**src/srr_pkg.sv**
```systemverilog
// ============================================================================
// srr_pkg
// Shared constants, types and the CRC byte step for the selective repeat
// receiver.
// ============================================================================
package srr_pkg;

    localparam int SEQ_BITS    = 16;
    localparam int HOLD_SLOTS  = 4;
    localparam int SLOT_BITS   = $clog2(HOLD_SLOTS);
    localparam int CRC_W       = 16;
    localparam int BYTE_W      = 8;
    localparam int KIND_W      = 3;
    localparam int MAX_OUT     = 5;
    localparam int MAX_REL     = MAX_OUT - 2;
    localparam int REL_BITS    = $clog2(MAX_REL);
    localparam int AHEAD_W     = 2;
    localparam int BEHIND_W    = 4;
    localparam int CFG_DATA_W  = 4;
    localparam int CFG_IDX_W   = 1;
    localparam int QUEUE_DEPTH = 2;

    localparam logic [CRC_W-1:0]    CRC_POLY     = 16'h8005;
    localparam logic [SEQ_BITS-1:0] SEQ_MAX      = {SEQ_BITS{1'b1}};
    localparam logic [AHEAD_W-1:0]  AHEAD_RESET  = 2'd3;
    localparam logic [BEHIND_W-1:0] BEHIND_RESET = 4'd4;

    localparam logic [CFG_IDX_W-1:0] CFG_AHEAD  = 1'b0;
    localparam logic [CFG_IDX_W-1:0] CFG_BEHIND = 1'b1;

    typedef enum logic [KIND_W-1:0] {
        KIND_ACK     = 3'd0,
        KIND_NAK     = 3'd1,
        KIND_IGNORE  = 3'd2,
        KIND_DELIVER = 3'd3,
        KIND_HELD    = 3'd4
    } kind_t;

    typedef struct packed {
        logic                good;
        logic [SEQ_BITS-1:0] seq;
    } pkt_t;

    function automatic logic [CRC_W-1:0] crc_byte(input logic [CRC_W-1:0] crc_in,
                                                  input logic [BYTE_W-1:0] data);
        logic [CRC_W-1:0] crc;
        logic             top;
        crc = crc_in;
        for (int i = BYTE_W - 1; i >= 0; i--)
        begin
            top = crc[CRC_W-1];
            crc = {crc[CRC_W-2:0], 1'b0};
            if (top ^ data[i])
            begin
                crc = crc ^ CRC_POLY;
            end
        end
        return crc;
    endfunction

endpackage

```
**src/srr_front.sv**
```systemverilog
// ============================================================================
// srr_front
// Folds payload bytes into the running CRC and queues one verdict record
// (CRC good, sequence number) per packet on its last byte.
// ============================================================================
module srr_front (
    input  logic                          clk,
    input  logic                          rst_n,
    input  logic                          in_valid,
    output logic                          in_stall,
    input  logic [srr_pkg::BYTE_W-1:0]    data_byte,
    input  logic [srr_pkg::CRC_W-1:0]     rx_crc,
    input  logic [srr_pkg::SEQ_BITS-1:0]  seq_num,
    input  logic                          last_byte,
    output logic                          push,
    output srr_pkg::pkt_t                 push_pkt,
    input  logic                          q_full
);
    import srr_pkg::*;

    logic [CRC_W-1:0] crc_reg;
    logic [CRC_W-1:0] crc_next;
    logic [CRC_W-1:0] crc_calc;
    logic             accept;

    assign in_stall = q_full;
    assign accept   = in_valid && !q_full;
    assign crc_calc = crc_byte(crc_reg, data_byte);
    assign push     = accept && last_byte;

    always_comb
    begin
        push_pkt.good = (crc_calc == rx_crc);
        push_pkt.seq  = seq_num;
    end

    always_comb
    begin
        crc_next = crc_reg;
        if (accept)
        begin
            crc_next = last_byte ? '0 : crc_calc;
        end
    end

    always_ff @(posedge clk or negedge rst_n)
    begin
        if (!rst_n)
        begin
            crc_reg <= '0;
        end
        else
        begin
            crc_reg <= crc_next;
        end
    end

endmodule

```
**src/srr_queue.sv**
```systemverilog
// ============================================================================
// srr_queue
// Small FIFO of packet verdicts between the CRC front and the window back.
// ============================================================================
module srr_queue (
    input  logic          clk,
    input  logic          rst_n,
    input  logic          push,
    input  srr_pkg::pkt_t push_pkt,
    output logic          full,
    input  logic          pop,
    output logic          q_valid,
    output srr_pkg::pkt_t q_pkt
);
    import srr_pkg::*;

    localparam int PTR_BITS = (QUEUE_DEPTH > 1) ? $clog2(QUEUE_DEPTH) : 1;
    localparam int CNT_BITS = $clog2(QUEUE_DEPTH + 1);

    pkt_t                mem_reg [QUEUE_DEPTH];
    logic [PTR_BITS-1:0] wr_ptr_reg;
    logic [PTR_BITS-1:0] wr_ptr_next;
    logic [PTR_BITS-1:0] rd_ptr_reg;
    logic [PTR_BITS-1:0] rd_ptr_next;
    logic [CNT_BITS-1:0] count_reg;
    logic [CNT_BITS-1:0] count_next;
    logic                do_push;
    logic                do_pop;

    assign full    = (count_reg == CNT_BITS'(QUEUE_DEPTH));
    assign q_valid = (count_reg != '0);
    assign q_pkt   = mem_reg[rd_ptr_reg];
    assign do_push = push && !full;
    assign do_pop  = pop && q_valid;

    always_comb
    begin
        wr_ptr_next = wr_ptr_reg;
        rd_ptr_next = rd_ptr_reg;
        count_next  = count_reg;
        if (do_push)
        begin
            wr_ptr_next = (wr_ptr_reg == PTR_BITS'(QUEUE_DEPTH - 1)) ? '0
                          : wr_ptr_reg + 1'b1;
        end
        if (do_pop)
        begin
            rd_ptr_next = (rd_ptr_reg == PTR_BITS'(QUEUE_DEPTH - 1)) ? '0
                          : rd_ptr_reg + 1'b1;
        end
        if (do_push && !do_pop)
        begin
            count_next = count_reg + 1'b1;
        end
        else if (do_pop && !do_push)
        begin
            count_next = count_reg - 1'b1;
        end
    end

    always_ff @(posedge clk or negedge rst_n)
    begin
        if (!rst_n)
        begin
            wr_ptr_reg <= '0;
            rd_ptr_reg <= '0;
            count_reg  <= '0;
        end
        else
        begin
            wr_ptr_reg <= wr_ptr_next;
            rd_ptr_reg <= rd_ptr_next;
            count_reg  <= count_next;
        end
    end

    always_ff @(posedge clk)
    begin
        if (do_push)
        begin
            mem_reg[wr_ptr_reg] <= push_pkt;
        end
    end

endmodule

```
**src/srr_back.sv**
```systemverilog
// ============================================================================
// srr_back
// Window logic: classifies each packet verdict against the expected sequence
// number, tracks held slots, emits results one beat per cycle unless stalled.
// ============================================================================
module srr_back (
    input  logic                          clk,
    input  logic                          rst_n,
    input  logic                          q_valid,
    input  srr_pkg::pkt_t                 q_pkt,
    output logic                          pop,
    input  logic [srr_pkg::AHEAD_W-1:0]   ahead_window,
    input  logic [srr_pkg::BEHIND_W-1:0]  behind_window,
    output logic                          out_valid,
    input  logic                          out_stall,
    output logic [srr_pkg::KIND_W-1:0]    kind,
    output logic [srr_pkg::SEQ_BITS-1:0]  out_seq,
    output logic [srr_pkg::SLOT_BITS-1:0] slot,
    output logic                          last
);
    import srr_pkg::*;

    typedef enum logic [2:0] {
        ST_IDLE    = 3'b001,
        ST_DELIVER = 3'b010,
        ST_RELEASE = 3'b100
    } state_t;

    state_t                state_reg;
    state_t                state_next;
    logic [SEQ_BITS-1:0]   exp_reg;
    logic [SEQ_BITS-1:0]   exp_next;
    logic [HOLD_SLOTS-1:0] held_reg;
    logic [HOLD_SLOTS-1:0] held_next;
    logic [REL_BITS-1:0]   rel_cnt_reg;
    logic [REL_BITS-1:0]   rel_cnt_next;

    logic                  out_valid_reg;
    logic                  out_valid_next;
    kind_t                 kind_reg;
    logic [SEQ_BITS-1:0]   seq_reg;
    logic [SLOT_BITS-1:0]  slot_reg;
    logic                  last_reg;

    kind_t                 res_kind;
    logic [SEQ_BITS-1:0]   res_seq;
    logic [SLOT_BITS-1:0]  res_slot;
    logic                  res_last;
    logic                  load;
    logic                  advance;
    logic                  more;

    logic [SEQ_BITS-1:0]   exp_inc;
    logic [SLOT_BITS-1:0]  idx_cur;
    logic [SLOT_BITS-1:0]  idx_inc;
    logic [SLOT_BITS-1:0]  idx_pkt;
    logic [HOLD_SLOTS-1:0] held_clr;
    logic [AHEAD_W-1:0]    eff_ahead;
    logic [SEQ_BITS:0]     seq_w;
    logic [SEQ_BITS:0]     exp_w;
    logic                  is_exp;
    logic                  is_ahead;
    logic                  is_old;

    assign advance = !out_valid_reg || !out_stall;

    assign exp_inc = (exp_reg == SEQ_MAX) ? exp_reg : exp_reg + 1'b1;
    assign idx_cur = exp_reg[SLOT_BITS-1:0];
    assign idx_inc = exp_inc[SLOT_BITS-1:0];
    assign idx_pkt = q_pkt.seq[SLOT_BITS-1:0];

    always_comb
    begin
        held_clr          = held_reg;
        held_clr[idx_cur] = 1'b0;
    end

    assign eff_ahead = (int'(ahead_window) > HOLD_SLOTS - 1) ? AHEAD_W'(HOLD_SLOTS - 1)
                       : ahead_window;
    assign seq_w     = {1'b0, q_pkt.seq};
    assign exp_w     = {1'b0, exp_reg};
    assign is_exp    = (q_pkt.seq == exp_reg);
    assign is_ahead  = (seq_w > exp_w) && (seq_w <= exp_w + (SEQ_BITS + 1)'(eff_ahead));
    assign is_old    = (seq_w < exp_w) && (seq_w + (SEQ_BITS + 1)'(behind_window) >= exp_w);

    always_comb
    begin
        state_next   = state_reg;
        exp_next     = exp_reg;
        held_next    = held_reg;
        rel_cnt_next = rel_cnt_reg;
        pop          = 1'b0;
        load         = 1'b0;
        more         = 1'b0;
        res_kind     = KIND_ACK;
        res_seq      = q_pkt.seq;
        res_slot     = '0;
        res_last     = 1'b1;
        case (state_reg)
            ST_IDLE:
            begin
                if (q_valid && advance)
                begin
                    pop  = 1'b1;
                    load = 1'b1;
                    if (!q_pkt.good)
                    begin
                        res_kind = KIND_NAK;
                    end
                    else if (is_exp)
                    begin
                        res_kind   = KIND_ACK;
                        res_last   = 1'b0;
                        state_next = ST_DELIVER;
                    end
                    else if (is_ahead)
                    begin
                        res_kind           = KIND_ACK;
                        held_next[idx_pkt] = 1'b1;
                    end
                    else if (is_old)
                    begin
                        res_kind = KIND_ACK;
                    end
                    else
                    begin
                        res_kind = KIND_IGNORE;
                    end
                end
            end
            ST_DELIVER:
            begin
                if (advance)
                begin
                    load         = 1'b1;
                    res_kind     = KIND_DELIVER;
                    res_seq      = exp_reg;
                    exp_next     = exp_inc;
                    rel_cnt_next = '0;
                    more         = held_reg[idx_inc];
                    res_last     = !more;
                    state_next   = more ? ST_RELEASE : ST_IDLE;
                end
            end
            ST_RELEASE:
            begin
                if (advance)
                begin
                    load         = 1'b1;
                    res_kind     = KIND_HELD;
                    res_seq      = exp_reg;
                    res_slot     = idx_cur;
                    held_next    = held_clr;
                    exp_next     = exp_inc;
                    rel_cnt_next = rel_cnt_reg + 1'b1;
                    more         = (rel_cnt_reg < REL_BITS'(MAX_REL - 1)) && held_clr[idx_inc];
                    res_last     = !more;
                    state_next   = more ? ST_RELEASE : ST_IDLE;
                end
            end
            default:
            begin
                state_next = ST_IDLE;
            end
        endcase
    end

    always_comb
    begin
        out_valid_next = out_valid_reg;
        if (load)
        begin
            out_valid_next = 1'b1;
        end
        else if (advance)
        begin
            out_valid_next = 1'b0;
        end
    end

    always_ff @(posedge clk or negedge rst_n)
    begin
        if (!rst_n)
        begin
            state_reg     <= ST_IDLE;
            exp_reg       <= '0;
            held_reg      <= '0;
            rel_cnt_reg   <= '0;
            out_valid_reg <= 1'b0;
        end
        else
        begin
            state_reg     <= state_next;
            exp_reg       <= exp_next;
            held_reg      <= held_next;
            rel_cnt_reg   <= rel_cnt_next;
            out_valid_reg <= out_valid_next;
        end
    end

    always_ff @(posedge clk)
    begin
        if (load)
        begin
            kind_reg <= res_kind;
            seq_reg  <= res_seq;
            slot_reg <= res_slot;
            last_reg <= res_last;
        end
    end

    assign out_valid = out_valid_reg;
    assign kind      = kind_reg;
    assign out_seq   = seq_reg;
    assign slot      = slot_reg;
    assign last      = last_reg;

    a_release_slot_held: assert property (@(posedge clk) disable iff (!rst_n)
        state_reg == ST_RELEASE |-> held_reg[exp_reg[SLOT_BITS-1:0]])
        else $error("release state entered with expected slot not held");

    a_expected_monotonic: assert property (@(posedge clk) disable iff (!rst_n)
        1'b1 |=> exp_reg >= $past(exp_reg))
        else $error("expected sequence number went backwards");

    a_slot_only_on_held: assert property (@(posedge clk) disable iff (!rst_n)
        out_valid_reg && kind_reg != KIND_HELD |-> slot_reg == '0)
        else $error("nonzero slot on a result that is not a held delivery");

    a_no_pop_when_busy: assert property (@(posedge clk) disable iff (!rst_n)
        state_reg != ST_IDLE |-> !pop)
        else $error("queue popped while a packet is still in progress");

    a_release_bound: assert property (@(posedge clk) disable iff (!rst_n)
        state_reg == ST_RELEASE |-> rel_cnt_reg <= REL_BITS'(MAX_REL - 1))
        else $error("too many held releases for one packet");

endmodule

```
**src/selective_repeat_receiver_crc16_unit.sv**
```systemverilog
// ============================================================================
// selective_repeat_receiver_crc16_unit
// Selective repeat ARQ receiver: CRC-16 check per packet, then ACK/NAK,
// in-order delivery and release of held successors.
// ----------------------------------------------------------------------------
// Input channel: one payload byte per beat with the packet's rx_crc and
// seq_num; last_byte marks the final byte. Bytes are taken one per cycle
// while the verdict queue (two packets deep) has room.
// Output channel: kind/out_seq/slot/last beats; last marks the final result
// of a packet. A packet yields one result, or two to five when it is the
// expected one (ACK, deliver, then up to three held releases).
// Result path: a packet's verdict is written into the queue, then the idle
// back end pops it and registers its first result; further results follow
// one per cycle while the output is not stalled. The back end takes no new
// verdict until it has loaded the last result of a packet.
// Output stall: the result register holds; the back end pauses, the queue
// fills and then the input side is stalled.
// Config: index 0 ahead_window, index 1 behind_window; write only when idle.
// Reset: CRC and expected sequence cleared, no slots held, windows 3 and 4.
// ============================================================================
module selective_repeat_receiver_crc16_unit (
    input  logic                           clk,
    input  logic                           rst_n,
    input  logic                           in_valid,
    output logic                           in_stall,
    input  logic [srr_pkg::BYTE_W-1:0]     data_byte,
    input  logic [srr_pkg::CRC_W-1:0]      rx_crc,
    input  logic [srr_pkg::SEQ_BITS-1:0]   seq_num,
    input  logic                           last_byte,
    output logic                           out_valid,
    input  logic                           out_stall,
    output logic [srr_pkg::KIND_W-1:0]     kind,
    output logic [srr_pkg::SEQ_BITS-1:0]   out_seq,
    output logic [srr_pkg::SLOT_BITS-1:0]  slot,
    output logic                           last,
    input  logic                           cfg_valid,
    output logic                           cfg_ready,
    input  logic [srr_pkg::CFG_IDX_W-1:0]  cfg_index,
    input  logic [srr_pkg::CFG_DATA_W-1:0] cfg_data
);
    import srr_pkg::*;

    logic [AHEAD_W-1:0]  ahead_reg;
    logic [AHEAD_W-1:0]  ahead_next;
    logic [BEHIND_W-1:0] behind_reg;
    logic [BEHIND_W-1:0] behind_next;

    logic push;
    pkt_t push_pkt;
    logic q_full;
    logic q_valid;
    pkt_t q_pkt;
    logic pop;

    assign cfg_ready = 1'b1;

    always_comb
    begin
        ahead_next  = ahead_reg;
        behind_next = behind_reg;
        if (cfg_valid && cfg_ready)
        begin
            case (cfg_index)
                CFG_AHEAD:  ahead_next  = cfg_data[AHEAD_W-1:0];
                CFG_BEHIND: behind_next = cfg_data[BEHIND_W-1:0];
                default:    ;
            endcase
        end
    end

    always_ff @(posedge clk or negedge rst_n)
    begin
        if (!rst_n)
        begin
            ahead_reg  <= AHEAD_RESET;
            behind_reg <= BEHIND_RESET;
        end
        else
        begin
            ahead_reg  <= ahead_next;
            behind_reg <= behind_next;
        end
    end

    srr_front u_front (
        .clk       (clk),
        .rst_n     (rst_n),
        .in_valid  (in_valid),
        .in_stall  (in_stall),
        .data_byte (data_byte),
        .rx_crc    (rx_crc),
        .seq_num   (seq_num),
        .last_byte (last_byte),
        .push      (push),
        .push_pkt  (push_pkt),
        .q_full    (q_full)
    );

    srr_queue u_queue (
        .clk      (clk),
        .rst_n    (rst_n),
        .push     (push),
        .push_pkt (push_pkt),
        .full     (q_full),
        .pop      (pop),
        .q_valid  (q_valid),
        .q_pkt    (q_pkt)
    );

    srr_back u_back (
        .clk           (clk),
        .rst_n         (rst_n),
        .q_valid       (q_valid),
        .q_pkt         (q_pkt),
        .pop           (pop),
        .ahead_window  (ahead_reg),
        .behind_window (behind_reg),
        .out_valid     (out_valid),
        .out_stall     (out_stall),
        .kind          (kind),
        .out_seq       (out_seq),
        .slot          (slot),
        .last          (last)
    );

endmodule
```
**config.mk**
```make
export PLATFORM = sky130hd
export DESIGN_NAME = selective_repeat_receiver_crc16_unit
export DESIGN_NICKNAME = d
export VERILOG_FILES = /design/src/srr_pkg.sv /design/src/srr_front.sv /design/src/srr_queue.sv /design/src/srr_back.sv /design/src/selective_repeat_receiver_crc16_unit.sv
export SDC_FILE = /design/constraint.sdc
export NUM_CORES = 1
export LEC_CHECK = 0
export CAP_MARGIN = 20
export CORE_MARGIN = 2
export CORE_UTILIZATION = 23
export CTS_BUF_LIST = sky130_fd_sc_hd__clkbuf_4
export DETAILED_ROUTE_END_ITERATION = 12
export DONT_BUFFER_PORTS = 1
export RECOVER_POWER = 100
export SYNTH_ARGS = -nofsm -noshare
export SYNTH_HDL_FRONTEND = slang
export SYNTH_SLANG_ARGS = --single-unit
```
**constraint.sdc**
```tcl
create_clock -name clk -period 6.8 [get_ports clk]
set_input_delay 0.34 -clock clk [delete_from_list [all_inputs] [get_ports clk]]
set_output_delay 0.34 -clock clk [all_outputs]
set_load 0.03 [all_outputs]
```
==> qor.yml, run 1 <==
run_status:
  status: "complete, but fails checks"
  violations: "capacitance limit, slew limit"
worst_hold_path:
  hold_depth: 2
  hold_end: "u_back.out_valid$_DFFE_PN0P_"
  hold_path.class: "input pin to flop"
  worstHoldStart: "out_stall"
yosys:
  synth_cell_types: 67
  synth_top_area_share_pct: 23.82
  synth_area_leaders: "edfxtp_1 24%, dfrtp_1 17%, ha_1 10%"
  syn_inst: 674
  netlist_area_sq_um: 7061
  ys_ff_latch: 108
  synthFlopType: "edfxtp_1"
  syn_avg_cell_area_sq_um: 10.48
  synthArstFlopShare_pct: 48.15
  yosysTopAreaCell: "edfxtp_1"
  synth.net_count: 786
  synth_edf_count: 56
  ys_seq_area_share_pct: 42.32
  ys_warn_count: 0
setup_path:
  cp.required_ns: 7.14
  critPathCaptureType: "flop"
  worstPathMaxFanout: 19
  worstReg2RegEnd: "u_back.kind[1]$_DFFE_PP_"
  start_kind: "flop"
  rr_worst_depth: 16
  r2r_start: "u_queue.rd_ptr_reg$_DFFE_PN0P_"
  cp.arrival_ns: 5.01
  crit_type: "flop to flop"
  crit_path_start: "u_queue.rd_ptr_reg$_DFFE_PN0P_"
  rrSetupSlack_ns: 2.13
grt:
  grt_pass1_wl_um: 27930
  grt_overflow: 0
  grt_max_degree: 53
  grt_use_total_pct: 11.25
  antenna_found_initial: 1
  grt_pass1_vias: 5092
layout:
  syn2layout_area_growth_pct: 10.19
  layoutNonFillerInstCount: 1092
  drive_gt1_share_pct: 6.763
  fin_area_sq_um: 7780
  largest_reg_flops: 34
  nets: 802
timing:
  maxSlewViolCount: 53
  worstMarginPinSlew_ns: 3.018
  skew_ns: 0.02902
  min_period_ns: 4.670
  slew_headroom_pct: -101.2
  hold_viol: 0
  period_share_pct: 68.67
  fin_tns_setup_ns: 0
  max_freq_mhz: 214.2
  setup_violations: 0
  rsz0062_at_grt: "no"
cts:
  cts_buffers: 9
  clk_latency_ns: 0.50
  cts_setup_buffers: 0
  cts-root-buf: "clkbuf_4"
  clockBufferDepth: 2
  clk_pin_slew_ns: 0.18
  numClockSinks: 108
  cts_tree: "yes"
  cts_htree_levels: 3
  cts.repair.resized: 0
  ctsHoldBuffers: 23
job:
  cap_viol_max_count: 1
placed_design:
  io_buffers: 0
  place_area_sq_um: 7446
  place_congestion: 0.8630
  dp.cells: 1052
  dp_hpwl_um: 13550
route:
  met1_length_um: 8018
  vias: 5039
  wl_met2_um: 8444
  ant_nets: 0
  dr.max_layer_used: "met4"
  wirelength_um: 17440
  post-route-drc-count: 0
  post_drt_wl_per_cell_um: 15.97
  routed_via_density: 4.614
  drt_first_pass_iters: 5
  dr_wl_met3_um: 777
  initialDrtViolationCount: 263
floorplan:
  row_count: 64
  core_area_sq_um: 30430
  io_pins: 76
  die_h_um: 179.2
  die_area_sq_um: 32120
  die_w_um: 179.2
  floorplan.initialDensity_pct: 23.20
power:
  p_per_area_nw_per_um2: 356.0
  p_leak_nw: 2.990
  peakVddDrop_v: 0.0002215
## placed cells by master (no fill, tap or decap), types with 3 or more instances in the layout
master         Yosys  routed
a211oi_1           8       8
a21o_1             5       5
a21oi_1           29      29
a22o_1             9       9
a31oi_1            4       4
clkbuf_1          10       5
clkbuf_4           0       9
dfrtp_1           48      48
dfstp_1            0       3
dlygate4sd3_1      0      22
edfxtp_1          56      56
ha_1              59      59
inv_1             38      38
mux2_2            25      23
mux2i_1           11      11
nand2_1           50      50
nand2b_1          10      10
nand3_1           23      23
nand4_1           16      16
nor2_1            47      47
nor2b_1            8       8
nor3_1            18      18
nor4_1             5       6
o211ai_1           4       4
o21a_1             7       7
o21ai_0           27      29
or4_1              3       3
xnor2_1           74      75
xor2_1            19      19
## kinds of logic (layout without fill, tap and decap cells)
group,after synthesis,in the layout,share of synthesized area [%]
AO/OA/AOI/OAI,116,116,10.70
XOR/XNOR,95,95,12.09
adder cells (fa/ha/maj),61,61,11.02
buffers and inverters,60,81,4.005
flip-flops,108,108,42.32
multiplexers,37,37,5.866
other,1,2,0.05311
AND/OR/NAND/NOR,196,196,13.95
## metrics by stage
step                      power [mW]  utilization [%]  hold slack (ns)  setup WS, ns
after global routing           2.996            25.57          0.03491         1.549
final                          2.770            25.57          0.05307         2.130
after global placement         2.419            24.47          0.04584         2.321
after detailed placement       2.439            24.47          0.04580         2.123
after CTS                      2.824            25.77         0.003375         2.110
after floorplan                2.138                -          0.04441         2.829
## cell type report
| cell class | instances | area [sq um] |
|---|---|---|
| Fill cell | 3264 | 22650 |
| Multi-Input combinational cell | 506 | 3764 |
| Sequential cell | 108 | 2988 |
| Tap cell | 396 | 495.5 |
| Timing Repair Buffer | 27 | 239.0 |
| Inverter | 38 | 142.6 |
| Clock inverter | 7 | 81.33 |
| Clock buffer | 9 | 67.56 |
| Antenna cell | 1 | 2.502 |
## worst max path at each step
stage                     slack [ns]                       end
after floorplan                 2.83  u_back.kind[1]$_DFFE_PP_
after global placement          2.32  u_back.kind[1]$_DFFE_PP_
after detailed placement        2.12  u_back.kind[1]$_DFFE_PP_
after CTS                       2.11  u_back.kind[1]$_DFFE_PP_
after global routing            1.55  u_back.kind[1]$_DFFE_PP_
final                           2.13  u_back.kind[1]$_DFFE_PP_
## cell usage after synthesis (10+ instances only)
cell	instances
xnor2_1	74
ha_1	59
edfxtp_1	56
nand2_1	50
dfrtp_1	48
nor2_1	47
inv_1	38
a21oi_1	29
o21ai_0	27
mux2_2	25
nand3_1	23
xor2_1	19
nor3_1	18
nand4_1	16
mux2i_1	11
clkbuf_1	10
nand2b_1	10
## power by group
part	total, mW	switching, mW	internal (mW)
clock network	0.352	0.233	0.119
logic	1.29	0.739	0.552
registers	1.13	0.252	0.876
total	2.77	1.22	1.55
## routing by layer
metal	vias up	GRT usage, %
li1	2447	-
met1	2474	14.74
met2	106	18.97
met3	12	2.332
met4	0	2.655
met5	-	0
## worst max-delay path, stage by stage, from the launching register on
cell,delay [ns]
dfrtp_1,0.98
mux2i_1,0.56
inv_1,0.22
ha_1,0.31
a21o_1,0.18
a21oi_1,0.23
nor2b_1,0.07
o21ai_0,0.50
or3_1,0.28
nor2_1,0.08
xor2_1,0.14
ha_1,0.31
nand4_1,0.11
nor4_1,0.05
a211oi_1,0.21
nand4_1,0.11
o21ai_0,0.19
Power figures use the tool's default switching activity.
==> run 2, diff against run 1 <==
==> constraint.sdc (replaced) <==
create_clock -name clk -period 4.2 [get_ports clk]
set_input_delay 0.21 -clock clk [delete_from_list [all_inputs] [get_ports clk]]
set_output_delay 0.21 -clock clk [all_outputs]
set_load 0.03 [all_outputs]
==> run 2 against run 1 <==
Effect of this change: the flow still finishes with violations (capacitance limit, slew limit); first-iteration DRC count down 0.38%; via count up 0.24%; clock power up 44%; sequential share of layout area down 0.43 points; worst hold slack worse by 0.011 ns; highest routed layer unchanged.
==> qor.yml, run 2 (synthesis gave the netlist of run 1 again) <==
timing:
  fin_tns_setup_ns: 0  # unchanged
  setup_violations: 0  # unchanged
  min_period_ns: 3.914  # -0.7560 ns
  worstMarginPinSlew_ns: 3.001  # -0.01663 ns
  slew_headroom_pct: -100.1  # +1.1 points
  max_freq_mhz: 255.5  # +19%
  hold_viol: 0  # unchanged
  rsz0062_at_grt: "no"
  maxSlewViolCount: 53  # unchanged
  skew_ns: 0.02430  # -0.004725 ns
  period_share_pct: 93.18  # +25 points
route:
  post-route-drc-count: 0  # unchanged
  drt_first_pass_iters: 5  # unchanged
  ant_nets: 0  # unchanged
  initialDrtViolationCount: 262  # -0.38%
  routed_via_density: 4.567  # -1.0%
  wirelength_um: 17700  # +1.5%
  vias: 5051  # +0.24%
  post_drt_wl_per_cell_um: 16.00  # +0.18%
cts:
  clk_latency_ns: 0.51  # about the same
  cts_tree: "yes"
  cts-root-buf: "clkbuf_4"
  clk_pin_slew_ns: 0.17  # about the same
  cts_htree_levels: 3  # unchanged
  numClockSinks: 108  # unchanged
  clockBufferDepth: 2  # unchanged
  cts_buffers: 9  # unchanged
worst_hold_path:
  worstHoldStart: "cfg_valid"
  hold_path.class: "input pin to flop"
job:
  cap_viol_max_count: 1  # unchanged
grt:
  grt_max_degree: 53  # unchanged
  grt_use_total_pct: 11.35  # +0.094 points
  grtUsageMet1_pct: 14.78  # +0.042 points
  grt_overflow: 0  # unchanged
  use_met2_pct: 18.77  # -0.21 points
  grt_pass1_wl_um: 27850  # -0.30%
  grtUsageMet3_pct: 2.735  # +0.40 points
  grt_pass1_vias: 5109  # +0.33%
  gr-max-usage-layer: "met2"
  antenna_found_initial: 0  # -1
setup_path:
  crit_type: "flop to flop"
  worstPathMaxFanout: 5  # -14
  start_kind: "flop"
  critPathCaptureType: "flop"
  path_cells: "ha_1 > fa_1 > nand3_1 > nor2_2 > buf_4 > nand3_1 > xnor2_1 > ha_1 > nand2_1 > or4_1 > o32ai_1 > a21oi_1 > a211oi_2 > o21ai_1 > o21a_1 > o22a_1"
  crit_path_start: "ahead_reg[0]$_DFFE_PN1P_"
  cp.required_ns: 4.61  # -2.53 ns
  slowest_stage: "dfstp_2"
  r2r_start: "ahead_reg[0]$_DFFE_PN1P_"
  cp.arrival_ns: 4.32  # -0.69 ns
  cp_slowest_stage_delay_ns: 0.57  # -0.41 ns
layout:
  antenna_cells: 0  # -1
  finalCoreUtilization_pct: 25.87  # +0.30 points
  syn2layout_area_growth_pct: 11.48
  nets: 817  # +1.9%
  drive_gt1_share_pct: 9.155  # +2.4 points
  fillCellCount: 3267  # +0.092%
  largest_reg_flops: 34  # unchanged
  ff_latch_area_sq_um: 2989  # about the same
  multiInputGateArea_sq_um: 3769  # +0.13%
  layout_common_cells: "75 x xnor2_1, 59 x ha_1, 56 x edfxtp_1"
  layout_commonest_cell: "xnor2_1"
floorplan:
  die_w_um: 179.2  # unchanged
  die_area_sq_um: 32120  # unchanged
  die_h_um: 179.2  # unchanged
  core_area_sq_um: 30430  # unchanged
  io_pins: 76  # unchanged
  floorplan.initialDensity_pct: 23.20  # unchanged
  row_count: 64  # unchanged
power:
  peakVddDrop_v: 0.0002840  # +28%
  p_per_area_nw_per_um2: 568.7  # +60%
  p_leak_nw: 3.046  # +1.9%
run_status:
  violations: "capacitance limit, slew limit"
  status: "complete, but fails checks"
placed_design:
  dp_hpwl_um: 13840  # +2.2%
  place_congestion: 0.8448  # -2.1%
  io_buffers: 0  # unchanged
run 2: changes by cell type in the layout (fill, tap and decap cells not counted), moves of 2 or more:
cell,before,now
buf_4,0,11
dlygate4sd3_1,22,24
dfstp_1,3,0
dfstp_2,1,4
run 2: routing by layer:
metal,share of wire (%),wire (um),vias to the layer above
li1,-,-,2475
met1,45,8013,2428
met2,48,8478,124
met3,5.2,923,24
met4,1.6,283,0
met5,0,0,-
run 2: area by class of cell:
type                    count  share of cell area (%)
clock buffers               9                  0.8584
clock inverters             7                  0.7312
inverters                  38                   1.812
multi-input cells         506                   47.88
flip-flops and latches    108                   37.97
well taps                 396                   6.295
repair buffers             42                   4.451
run 2: what timing repair did:
item | in CTS | in global routing
hold buffers | 25 | 0
setup buffers | 0 | 0
endpoints found under the hold margin | 103 | 0
gates resized for setup | 0 | 3
endpoints found under the setup margin | 0 | 4
run 2: report_power, final:
group          switching [mW]  total [mW]  internal, mW
Clock                   0.375       0.507         0.131
Combinational            1.25        2.18         0.930
Sequential              0.375        1.79          1.42
run 2: critical path, delay by kind of cell, from the launching register on:
| kind | cells | cell delay (ns) |
|---|---|---|
| AO/OA/AOI/OAI | 6 | 1.25 |
| XOR/XNOR | 1 | 0.14 |
| adder cells (fa/ha/maj) | 3 | 0.71 |
| buffers and inverters | 1 | 0.15 |
| flip-flops | 1 | 0.57 |
| AND/OR/NAND/NOR | 5 | 1.00 |
run 2: metrics by stage:
stage	power (mW)	setup WS (ns)	hold slack (ns)	cell area [sq um]	std cells
CTS	4.572	0.1583	0.01668	7936	1106
detailed placement	4.015	0.2201	-0.08385	7543	1065
floorplan	3.461	0.2290	-0.08559	7061	674
global route	4.834	0.01364	0.04079	7871	1106
global placement	3.974	0.2714	-0.08409	7543	1065
finish	4.477	0.2864	0.04158	7871	1106
run 2: path summary, 6_finish.rpt:
path                                                endpoint  slack, ns  cells after the start
setup / recovery              u_back.held_reg[3]$_DFFE_PN0P_       0.29                     16
hold / removal                     behind_reg[3]$_DFFE_PN0P_       0.04                      2
setup reg to reg              u_back.held_reg[3]$_DFFE_PN0P_       0.29                     16
hold reg to reg            u_back.rel_cnt_reg[1]$_DFFE_PN0P_       0.50                      1
max in group asynchronous      u_back.exp_reg[1]$_DFFE_PN0P_       1.09                      2
min in group asynchronous    u_front.crc_reg[10]$_DFFE_PN0P_       1.19                      2
==> run 3, diff against run 2 <==
--- a/config.mk
+++ b/config.mk
@@ -7,7 +7,7 @@
 export LEC_CHECK = 0
 export CAP_MARGIN = 20
 export CORE_MARGIN = 2
-export CORE_UTILIZATION = 23
+export CORE_UTILIZATION = 40
 export CTS_BUF_LIST = sky130_fd_sc_hd__clkbuf_4
 export DETAILED_ROUTE_END_ITERATION = 12
 export DONT_BUFFER_PORTS = 1
==> run 3 against run 2 <==
Effect of this change: the run still ends with capacitance limit, slew limit left; core utilization rose by 19 points; combinational power about the same; design area down 1.6%; sequential share of layout area up 0.63 points; first-iteration DRC count up 8.0%; fmax shrank 2.5%; sequential power is essentially flat; clock-buffer cell count unchanged; critical path type unchanged; register-to-register slack worse by 0.10 ns; worst hold slack worse by 0.018 ns.
==> qor.yml, run 3 (synthesis gave the netlist of run 1 again) <==
floorplan:
  row_count: 48  # -25%
  io_pins: 76  # unchanged
  die_area_sq_um: 18730  # -42%
  floorplan.initialDensity_pct: 40.82  # +18 points
  core_area_sq_um: 17300  # -43%
  die_w_um: 136.9  # -24%
  die_h_um: 136.9  # -24%
timing:
  hold_viol: 0  # unchanged
  period_share_pct: 95.59  # +2.4 points
  worstMarginPinSlew_ns: 2.891  # -0.1101 ns
  setup_violations: 0  # unchanged
  slew_headroom_pct: -92.72  # +7.3 points
  holdWs_ns: 0.02351  # -0.01807 ns
  max_freq_mhz: 249.1  # -2.5%
  maxSlewViolCount: 87  # +64%
  fin_tns_setup_ns: 0  # unchanged
  min_period_ns: 4.015  # +0.1013 ns
  rsz0062_at_grt: "no"
  skew_ns: 0.01459  # -0.009707 ns
cts:
  clk_pin_slew_ns: 0.17  # about the same
  cts_tree: "yes"
  numClockSinks: 108  # unchanged
  clk_latency_ns: 0.51  # about the same
  cts-root-buf: "clkbuf_4"
  cts_buffers: 9  # unchanged
  cts_htree_levels: 3  # unchanged
  clockBufferDepth: 2  # unchanged
layout:
  layout_common_cells: "75 x xnor2_1, 59 x ha_1, 56 x edfxtp_1"
  fillCellCount: 1664  # -49%
  syn2layout_area_growth_pct: 9.676
  largest_reg_flops: 34  # unchanged
  drive_gt1_share_pct: 9.168  # +0.013 points
  fin_area_sq_um: 7744  # -1.6%
  nets: 816  # -0.12%
  antenna_cells: 0  # unchanged
  layout_commonest_cell: "xnor2_1"
setup_path:
  crit_buf_inv: 1  # unchanged
  worstPathMaxFanout: 5  # unchanged
  path_cells: "ha_1 > fa_1 > nand3_1 > nor2_1 > buf_4 > nand3_1 > xnor2_1 > ha_1 > nand2_1 > or4_1 > o32ai_1 > a21oi_1 > a211oi_2 > o21ai_1 > nor3_1 > a2bb2oi_1"
  crit_type: "flop to flop"
  crit_family: "simple AND/OR/NAND/NOR gates"
  start_kind: "flop"
  critPathCaptureType: "flop"
  slowest_stage: "dfstp_2"
  cp.arrival_ns: 4.46  # +0.14 ns
  cp_slowest_stage_delay_ns: 0.56  # about the same
  r2r_start: "ahead_reg[0]$_DFFE_PN1P_"
  crit_path_start: "ahead_reg[0]$_DFFE_PN1P_"
  cp.required_ns: 4.64  # +0.03 ns
route:
  post-route-drc-count: 0  # unchanged
  vias: 5200  # +2.9%
  routed_via_density: 5.567  # +22%
  ant_nets: 0  # unchanged
  initialDrtViolationCount: 283  # +8.0%
  wirelength_um: 17210  # -2.8%
  post_drt_wl_per_cell_um: 18.42  # +15%
  drt_first_pass_iters: 7  # +2
worst_hold_path:
  worstHoldStart: "cfg_valid"
  hold_path.class: "input pin to flop"
power:
  peakVddDrop_v: 0.0004349  # +53%
  p_leak_nw: 3.085  # +1.3%
  totalPowerFinal_mw: 4.709  # +5.2%
  p_per_area_nw_per_um2: 608.1  # +6.9%
job:
  cap_viol_max_count: 2  # +1
run_status:
  status: "complete, but fails checks"
  violations: "capacitance limit, slew limit"
grt:
  grt_pass1_wl_um: 27500  # -1.3%
  grt_pass1_vias: 5248  # +2.7%
  antenna_found_initial: 0  # unchanged
  grt_max_degree: 53  # unchanged
  grt_overflow: 0  # unchanged
  grt_use_total_pct: 19.21  # +7.9 points
placed_design:
  place_area_sq_um: 7322  # -2.9%
  io_buffers: 0  # unchanged
  dp_hpwl_um: 13030  # -5.9%
  place_congestion: 0.9361  # +11%
-- run 3: final cells by class --
cell class	count	area, sq um	share of cell area (%)
tap	225	281.5	3.635
timing repair buffer	41	342.8	4.427
clock buffer	9	67.56	0.8725
inverter	38	142.6	1.842
sequential	108	2989	38.60
clock inverter	7	146.4	1.890
multi-input combinational	506	3774	48.73
-- run 3: final timing paths --
kind | to | slack, ns | cells past startpoint
max | u_back.held_reg[2]$_DFFE_PN0P_ | 0.19 | 16
min | behind_reg[3]$_DFFE_PN0P_ | 0.02 | 2
max reg2reg | u_back.held_reg[2]$_DFFE_PN0P_ | 0.19 | 16
min reg2reg | u_queue.wr_ptr_reg$_DFFE_PN0P_ | 0.50 | 1
max in group asynchronous | u_back.exp_reg[1]$_DFFE_PN0P_ | 1.21 | 2
min in group asynchronous | u_back.exp_reg[0]$_DFFE_PN0P_ | 1.19 | 2
-- run 3: power breakdown --
group	switching (mW)	internal (mW)	total, mW
Combinational	1.26	0.940	2.20
Clock	0.364	0.365	0.729
Sequential	0.362	1.42	1.78
-- run 3: timing repair --
action / in CTS / in global routing
setup endpoints to repair: 0 / 4
buffers inserted: 0 / 0
hold endpoints to repair: 100 / 0
gates resized for setup: 0 / 4
hold buffers: 25 / 0
-- run 3: layer usage --
metal / GRT usage [%] / part of all wire [%] / routed length, um / up-vias
li1: - / - / - / 2479
met1: 25.61 / 45 / 7669 / 2550
met2: 30.75 / 47 / 8149 / 148
met3: 5.185 / 6.4 / 1097 / 23
met4: 5.556 / 1.7 / 289 / 0
met5: 0 / 0 / 0 / -
-- run 3: per-stage QoR --
stage,setup WS (ns),utilization [%],instances
final,0.1851,44.77,934
after global routing,0.02411,44.77,934
after CTS,0.1232,45.12,934
after detailed placement,0.1623,42.33,893
after global placement,0.2798,42.33,893
after floorplan,0.2290,-,674
